==> src/vce_pkg.sv <==
// ----------------------------------------------------------------------------
// vce_pkg
// Shared types, constants and helpers of the vector clock engine.
// ----------------------------------------------------------------------------
package vce_pkg;

  localparam int NODES        = 8;
  localparam int COUNTER_BITS = 32;
  localparam int NODE_W       = (NODES > 1) ? $clog2(NODES) : 1;

  // Fixed field widths of the streaming items.
  localparam int CMD_W      = 2;
  localparam int IDX_W      = 3;
  localparam int VAL_W      = 32;
  localparam int LOC_W      = 32;
  localparam int IN_DATA_W  = 40;
  localparam int OUT_DATA_W = 40;

  // Configuration port.
  localparam int CFG_ADDR_W = 3;
  localparam int CFG_DATA_W = 32;
  localparam int OWN_W      = 3;
  localparam logic REG_OWN_INDEX = 1'b0;

  typedef logic [COUNTER_BITS-1:0] cnt_t;
  localparam cnt_t CNT_MAX = '1;

  typedef enum logic [CMD_W-1:0] {
    CMD_ADVANCE = 2'd0,
    CMD_MERGE   = 2'd1,
    CMD_COMPARE = 2'd2,
    CMD_NOP     = 2'd3
  } cmd_t;

  // One item on its way to the update stage.
  typedef struct packed {
    cmd_t              cmd;
    logic              in_range;
    logic              last;
    logic [NODE_W-1:0] addr;
    cnt_t              val;
  } op_t;

  // Compare accumulators.
  typedef struct packed {
    logic eq;
    logic le;
    logic any_less;
  } acc_t;

  localparam acc_t ACC_RESET = '{eq: 1'b1, le: 1'b1, any_less: 1'b0};

  // What the update stage decides for one item.
  typedef struct packed {
    logic             wr_en;
    cnt_t             wr_data;
    logic [LOC_W-1:0] local_value;
    logic             cmp_valid;
    logic             is_equal;
    logic             is_le;
    logic             is_lt;
    acc_t             acc_nxt;
  } res_t;

  // Incoming values beyond the counter range clamp to the counter maximum.
  function automatic cnt_t sat_value(input logic [VAL_W-1:0] v);
    logic [VAL_W-1:0] hi;
    hi = (COUNTER_BITS >= VAL_W) ? '0 : (v >> COUNTER_BITS);
    if (hi != '0) begin
      return CNT_MAX;
    end
    return cnt_t'(v);
  endfunction

endpackage

==> src/vce_ram.sv <==
// ----------------------------------------------------------------------------
// vce_ram
// Generic single-write, single-read RAM with a registered read port.
// ----------------------------------------------------------------------------
module vce_ram #(
  parameter int WIDTH = 32,
  parameter int DEPTH = 8
) (
  input  logic                                         clk,
  input  logic                                         we,
  input  logic [((DEPTH > 1) ? $clog2(DEPTH) : 1)-1:0] waddr,
  input  logic [WIDTH-1:0]                             wdata,
  input  logic                                         re,
  input  logic [((DEPTH > 1) ? $clog2(DEPTH) : 1)-1:0] raddr,
  output logic [WIDTH-1:0]                             rdata
);

  logic [WIDTH-1:0] mem_r [DEPTH];
  logic [WIDTH-1:0] rdata_r;

  always_ff @(posedge clk) begin
    if (we) begin
      mem_r[waddr] <= wdata;
    end
    if (re) begin
      rdata_r <= mem_r[raddr];
    end
  end

  assign rdata = rdata_r;

endmodule

==> src/vce_update.sv <==
// ----------------------------------------------------------------------------
// vce_update
// Read-modify-write logic: advance, merge and compare of one counter entry.
// ----------------------------------------------------------------------------
module vce_update (
  input  vce_pkg::op_t  op,
  input  vce_pkg::cnt_t cur,
  input  vce_pkg::acc_t acc,
  output vce_pkg::res_t res
);

  vce_pkg::acc_t acc_upd;

  always_comb begin
    res     = '0;
    acc_upd = acc;
    res.acc_nxt = acc;
    case (op.cmd)
      vce_pkg::CMD_ADVANCE: begin
        if (op.in_range) begin
          res.wr_en       = 1'b1;
          res.wr_data     = (cur == vce_pkg::CNT_MAX) ? cur : cur + 1'b1;
          res.local_value = vce_pkg::LOC_W'(res.wr_data);
        end
      end
      vce_pkg::CMD_MERGE: begin
        if (op.in_range) begin
          res.wr_en       = 1'b1;
          res.wr_data     = (op.val > cur) ? op.val : cur;
          res.local_value = vce_pkg::LOC_W'(res.wr_data);
        end
      end
      vce_pkg::CMD_COMPARE: begin
        if (op.in_range) begin
          if (cur != op.val) acc_upd.eq = 1'b0;
          if (cur > op.val)  acc_upd.le = 1'b0;
          if (cur < op.val)  acc_upd.any_less = 1'b1;
          res.local_value = vce_pkg::LOC_W'(cur);
        end
        if (op.last) begin
          res.cmp_valid = 1'b1;
          res.is_equal  = acc_upd.eq;
          res.is_le     = acc_upd.le;
          res.is_lt     = acc_upd.le & acc_upd.any_less;
          res.acc_nxt   = vce_pkg::ACC_RESET;
        end else begin
          res.acc_nxt = acc_upd;
        end
      end
      default: begin
        res = '0;
        res.acc_nxt = acc;
      end
    endcase
  end

endmodule

==> src/vector_clock_engine.sv <==
// ----------------------------------------------------------------------------
// vector_clock_engine
// Vector logical clock with advance, merge and component-wise compare.
// ----------------------------------------------------------------------------
// Usage:
//   Items enter on the in_ stream. Each carries a command (advance, merge
//   element or compare element), an entry index, a value and tlast, which
//   closes a compared vector. Every accepted item yields exactly one item on
//   the out_ stream: the touched counter after the step and, on a compare
//   element with tlast, the final equal, less-or-equal and strictly-less
//   flags of the vector compared so far.
//   The own entry index sits in one register at byte address 0 of the APB
//   style port; write it only while no item is in flight.
// Timing:
//   The counters live in a RAM with a registered read. An item reads its
//   entry on the edge that accepts it; it is updated and written back on
//   the edge that advances the update stage, where its result also lands
//   in the output register. A stall on out_tready can hold it in the
//   update stage first. The throughput is one item per cycle while
//   out_tready is high. A write to the entry that the next item reads is forwarded around the RAM.
// Reset and stalls:
//   Reset clears the per-entry valid bits, so every counter reads as zero
//   at once, sets own_index to 0 and restores the compare accumulators.
//   While out_tready is low the result waits in the output register, one
//   more item waits in the update stage, and in_tready then drops.
// ----------------------------------------------------------------------------
module vector_clock_engine (
  input  logic                              clk,
  input  logic                              rst_n,
  // Input items.
  input  logic                              in_tvalid,
  output logic                              in_tready,
  // [1:0] command, [4:2] elem_index, [36:5] elem_value, [39:37] zero
  input  logic [vce_pkg::IN_DATA_W-1:0]     in_tdata,
  input  logic                              in_tlast,
  // Result items.
  output logic                              out_tvalid,
  input  logic                              out_tready,
  // [31:0] local_value, [32] cmp_valid, [33] is_equal, [34] is_le,
  // [35] is_lt, [39:36] zero
  output logic [vce_pkg::OUT_DATA_W-1:0]    out_tdata,
  // Configuration port.
  input  logic                              cfg_psel,
  input  logic                              cfg_penable,
  input  logic                              cfg_pwrite,
  input  logic [vce_pkg::CFG_ADDR_W-1:0]    cfg_paddr,
  input  logic [vce_pkg::CFG_DATA_W-1:0]    cfg_pwdata,
  output logic [vce_pkg::CFG_DATA_W-1:0]    cfg_prdata,
  output logic                              cfg_pready
);

  // Configuration register.
  logic [vce_pkg::OWN_W-1:0] own_index_r;
  logic                      cfg_sel_own;

  // Update stage.
  logic                  s2_valid_r;
  vce_pkg::op_t          s2_op_r;
  logic                  fwd_hit_r;
  vce_pkg::cnt_t         fwd_data_r;
  logic                  ent_vld_r;
  vce_pkg::acc_t         acc_r;
  logic [vce_pkg::NODES-1:0] vld_r;

  // Output register.
  logic                           out_valid_r;
  logic [vce_pkg::OUT_DATA_W-1:0] out_data_r;

  logic          in_accept;
  logic          s2_adv;
  logic          wr_fire;
  vce_pkg::op_t  op_nxt;
  vce_pkg::cmd_t in_cmd;
  logic [vce_pkg::IDX_W-1:0] in_idx;
  vce_pkg::cnt_t ram_q;
  vce_pkg::cnt_t cur;
  vce_pkg::res_t res;

  assign cfg_pready  = 1'b1;
  assign cfg_sel_own = (cfg_paddr[vce_pkg::CFG_ADDR_W-1] == vce_pkg::REG_OWN_INDEX);
  assign cfg_prdata  = cfg_sel_own ? vce_pkg::CFG_DATA_W'(own_index_r) : '0;

  // The update stage moves on whenever the output register is free or drains.
  assign s2_adv    = s2_valid_r && (!out_valid_r || out_tready);
  assign in_tready = !s2_valid_r || s2_adv;
  assign in_accept = in_tvalid && in_tready;
  assign wr_fire   = s2_adv && res.wr_en;

  assign in_cmd = vce_pkg::cmd_t'(in_tdata[1:0]);
  assign in_idx = in_tdata[4:2];

  // An advance touches the own entry; all other commands the carried index.
  always_comb begin
    op_nxt      = '0;
    op_nxt.cmd  = in_cmd;
    op_nxt.last = in_tlast;
    op_nxt.val  = vce_pkg::sat_value(in_tdata[36:5]);
    if (in_cmd == vce_pkg::CMD_ADVANCE) begin
      op_nxt.addr     = (vce_pkg::NODE_W)'(own_index_r);
      op_nxt.in_range = int'(own_index_r) < vce_pkg::NODES;
    end else begin
      op_nxt.addr     = (vce_pkg::NODE_W)'(in_idx);
      op_nxt.in_range = int'(in_idx) < vce_pkg::NODES;
    end
  end

  vce_ram #(
    .WIDTH (vce_pkg::COUNTER_BITS),
    .DEPTH (vce_pkg::NODES)
  ) u_ram (
    .clk   (clk),
    .we    (wr_fire),
    .waddr (s2_op_r.addr),
    .wdata (res.wr_data),
    .re    (in_accept),
    .raddr (op_nxt.addr),
    .rdata (ram_q)
  );

  // Entries never written since reset read as zero; a write on the accept
  // edge of the same entry is taken from the forwarding register.
  assign cur = fwd_hit_r ? fwd_data_r : (ent_vld_r ? ram_q : '0);

  vce_update u_update (
    .op  (s2_op_r),
    .cur (cur),
    .acc (acc_r),
    .res (res)
  );

  always_ff @(posedge clk) begin
    if (!rst_n) begin
      own_index_r <= '0;
      s2_valid_r  <= 1'b0;
      out_valid_r <= 1'b0;
      acc_r       <= vce_pkg::ACC_RESET;
      vld_r       <= '0;
      fwd_hit_r   <= 1'b0;
      ent_vld_r   <= 1'b0;
    end else begin
      if (cfg_psel && cfg_penable && cfg_pwrite && cfg_pready && cfg_sel_own) begin
        own_index_r <= cfg_pwdata[vce_pkg::OWN_W-1:0];
      end

      if (in_accept) begin
        s2_valid_r <= 1'b1;
        fwd_hit_r  <= wr_fire && (s2_op_r.addr == op_nxt.addr);
        ent_vld_r  <= vld_r[op_nxt.addr];
      end else if (s2_adv) begin
        s2_valid_r <= 1'b0;
      end

      if (wr_fire) begin
        vld_r[s2_op_r.addr] <= 1'b1;
      end

      if (s2_adv) begin
        acc_r       <= res.acc_nxt;
        out_valid_r <= 1'b1;
      end else if (out_tready) begin
        out_valid_r <= 1'b0;
      end
    end
  end

  // Payload registers.
  always_ff @(posedge clk) begin
    if (in_accept) begin
      s2_op_r    <= op_nxt;
      fwd_data_r <= res.wr_data;
    end
    if (s2_adv) begin
      out_data_r <= {4'b0000, res.is_lt, res.is_le, res.is_equal, res.cmp_valid,
                     res.local_value};
    end
  end

  assign out_tvalid = out_valid_r;
  assign out_tdata  = out_data_r;

endmodule

==> config.mk <==
export PLATFORM = sky130hd
export DESIGN_NAME = vector_clock_engine
export DESIGN_NICKNAME = d
export VERILOG_FILES = /design/src/vce_pkg.sv /design/src/vce_ram.sv /design/src/vce_update.sv /design/src/vector_clock_engine.sv
export SDC_FILE = /design/constraint.sdc
export NUM_CORES = 1
export LEC_CHECK = 0
export ABC_AREA = 0
export BUFFER_PORTS_ARGS = -buffer_cell sky130_fd_sc_hd__buf_2
export CELL_PAD_IN_SITES_DETAIL_PLACEMENT = 0
export CELL_PAD_IN_SITES_GLOBAL_PLACEMENT = 1
export CORE_ASPECT_RATIO = 1.2
export CORE_MARGIN = 2
export CORE_UTILIZATION = 45
export CTS_BUF_LIST = sky130_fd_sc_hd__clkbuf_8
export DETAILED_ROUTE_END_ITERATION = 16
export PLACE_DENSITY = 0.85
export SYNTH_ARGS = -nofsm -noshare
export SYNTH_HDL_FRONTEND = slang
export SYNTH_SLANG_ARGS = --single-unit
==> constraint.sdc <==
create_clock -name clk -period 4.41 [get_ports clk]
set_clock_uncertainty 0.15 [all_clocks]
set_input_delay 0.2205 -clock clk [delete_from_list [all_inputs] [get_ports clk]]
set_output_delay 0.2205 -clock clk [all_outputs]
set_load 0.05 [all_outputs]
==> results.yml <==
route:
  dr.pass1.iters: 7
  wl_per_cell_um: 19.4
  drt_iter0_drc: 1037
  ant_nets: 0
  post-route-drc-count: 0
  routed_via_density: 5.58
  drt_wl_total_um: 47800
  dr_total_vias: 13800
global_route:
  grtUsageMet3_pct: 2.84
  first_global_vias: 13200
  grtUsageMet1_pct: 27.1
  grt_max_degree: 86
  grt.total_usage_pct: 21.5
  grt_pass1_wl_um: 73300
  use_met2_pct: 37.3
  top_usage_layer: "met2"
  antenna_found_initial: 1
  globalRouteOverflowTotal: 0
finish:
  multi_input_area_mm2: 0.00647
  fill_cells: 3612
  syn_to_final_growth_pct: 15.2
  final_cell_mix: "edfxtp_1, nand2_1, nand3_1"
  layout_commonest_cell: "edfxtp_1"
  fin_nets: 1984
  register_area_mm2: 0.0122
  drive_above_1_share_pct: 15.8
synth:
  synthDistinctLibCells: 77
  yosys.area_share.adder_pct: 2.14
  netlist_instances: 1693
  synth_mux_area_share_pct: 1.19
  synth-simple-area-share_pct: 18.5
  async_flop_share_pct: 0
  synth.largest_area_cell: "edfxtp_1"
  synthFlopType: "edfxtp_1"
  synth_area_leaders: "edfxtp_1, nand2_1, nand3_1"
  syn_avg_cell_area_um2: 11.4
  ys_seq_elements: 412
  synth_top_family_by_area: "simple AND/OR/NAND/NOR gates"
  synth-compound-area-share_pct: 8.85
  synth_top_cell_area_share_pct: 61.4
  yosysWarnings: 0
  synth_area_mm2: 0.0193
  synth_xor_area_share_pct: 1.36
  synth_edf_count: 394
  synth_seq_area_share_pct: 63.3
sta:
  max_freq_mhz: 238
  hold_viol_final: 0
  hold_ws_ns: 0.119
  setup_violations: 0
  rsz0062_at_grt: "false"
  slew_headroom_pct: 23.8
  tightest_slew_ns: 1.13
  fin_crit_sh_pct: 95.2
  finalMaxSlewViolations: 0
  setup_tns_ns: 0
  period_needed_ns: 4.20
critical_path:
  cp.required_ns: 4.56
  cp-end-kind: "register"
  critPathMaxFanout: 15
  critical_path_arrival_ns: 4.34
  start_kind: "register"
  crit_type: "register to register"
placed_design:
  gp_congestion: 0.919
  port-buffer-count: 89
  dpl.hpwl_um: 31900
floorplanning:
  dieHeight_um: 231
  num_rows: 83
  io_pins: 158
  die-width_um: 193
  die-area_mm2: 0.0445
  coreArea_mm2: 0.0425
  start_util_pct: 45.4
run_status:
  outcome: "finished clean"
clock_tree:
  h-tree-depth: 2
  path_clk_slew_ns: 0.06
  cts-root-buf: "clkbuf_8"
  clk_latency_ns: 0.64
  tritoncts: "yes"
  cts_buffers: 58
  cts.sinks: 412
  clk_path_buf_depth: 3
power:
  ir_worst_vdd_mv: 0.256
  power.leakage_nw: 8.23
  p_per_area_mw_per_mm2: 368
hold_path:
  min_path_type: "input port to register"
job:
  cap_violations: 0
registers in the layout (all words and copies together) (netlist names):
name / count
acc_r: 3
ent_vld_r: 1
fwd_data_r: 32
fwd_hit_r: 1
out_tdata: 36
out_tvalid: 1
own_index_r: 3
s2_op_r: 38
s2_valid_r: 1
u_ram.mem_r: 256
u_ram.rdata: 32
vld_r: 8
logic make-up after synthesis:
| group | after synthesis |
|---|---|
| AOI/OAI and AO/OA | 257 |
| xor gates and xnor gates | 30 |
| buffers and inverters | 181 |
| DFF | 412 |
| and+or+nand+nor | 755 |
| muxes | 23 |
| adders and majority gates | 33 |
| other | 2 |
metrics by stage:
step / worst slack (ns) / util, % / cells / area (um2) / power (mW)
after floorplan: 0.180 / - / 1725 / 19400 / 5.18
after global placement: 0.222 / 48.3 / 2307 / 20500 / 5.42
after detailed placement: 0.0389 / 48.3 / 2307 / 20500 / 5.44
after CTS: 0.0343 / 52.0 / 2464 / 22100 / 8.22
after global routing: 0.0199 / 52.3 / 2467 / 22200 / 8.50
final: 0.212 / 52.3 / 2467 / 22200 / 8.17
cells in the mapped netlist, drive strengths merged, types with 3 or more instances:
cell type,instances
clkbuf,71
nand4,17
or2,3
or4,9
or3,5
inv,48
edfxtp,394
a21o,7
nand3b,4
nor2,40
o22ai,26
and3,6
a21oi,31
nor3,24
nor4,6
nand2b,5
o21a,13
ha,33
o31ai,3
o21ai,88
nand3,214
buf,61
nand4b,19
xor2,12
and2,6
dfxtp,18
nor2b,13
mux2i,23
xnor2,18
nand2,380
a31oi,11
o211ai,29
a22o,8
a22oi,17
layer usage:
| metal | share of wire (%) | routed length [um] | vias up |
|---|---|---|---|
| met5 | 0 | 0 | - |
| met1 | 40 | 19300 | 6632 |
| met3 | 6.5 | 3100 | 99 |
| met2 | 50 | 23900 | 540 |
| met4 | 3.1 | 1460 | 0 |
| li1 | - | - | 6483 |
critical path: stages, from the launching register on:
cell and delay (ns):
dfxtp_2 0.36, and2b_1 0.28, buf_4 0.22, a22oi_1 0.27, inv_1 0.12, ha_1 0.32
a21o_1 0.16, a21o_1 0.17, a21oi_1 0.19, o211ai_1 0.24, or2_2 0.44, buf_12 0.18
mux2i_1 0.14, o22ai_1 0.63
power breakdown:
part	internal (mW)	switching, mW
clock	1.35	1.41
combinational	0.271	0.640
sequential	4.44	0.0630
total	6.06	2.11
worst paths after layout:
check	from	end	slack, ns	cells after the start
max	fwd_hit_r$_SDFFE_PN0P_	fwd_data_r[5]$_DFFE_PP_	0.21	13
min	in_tdata[4]	u_ram.rdata[10]$_DFFE_PP_	0.12	3
max reg2reg	fwd_hit_r$_SDFFE_PN0P_	fwd_data_r[5]$_DFFE_PP_	0.21	13
min reg2reg	vld_r[5]$_SDFFE_PN0P_	vld_r[5]$_SDFFE_PN0P_	0.32	1
area by class of cell:
| type | instances | area share, % |
|---|---|---|
| Timing Repair Buffer | 215 | 7.12 |
| Inverter | 49 | 0.845 |
| Tap cell | 552 | 3.11 |
| Antenna cell | 1 | 0.0113 |
| Clock inverter | 45 | 1.09 |
| Multi-Input combinational cell | 1132 | 29.1 |
| Clock buffer | 61 | 3.78 |
| Sequential cell | 412 | 54.9 |
what timing repair did:
| action | CTS | global route |
|---|---|---|
| hold buffers | 51 | 0 |
| hold endpoints to repair | 54 | 0 |
| resized for setup | 0 | 17 |
| endpoints found under the setup margin | 0 | 163 |
| setup buffers | 0 | 2 |
No activity file was read; power rests on OpenSTA's default activity.
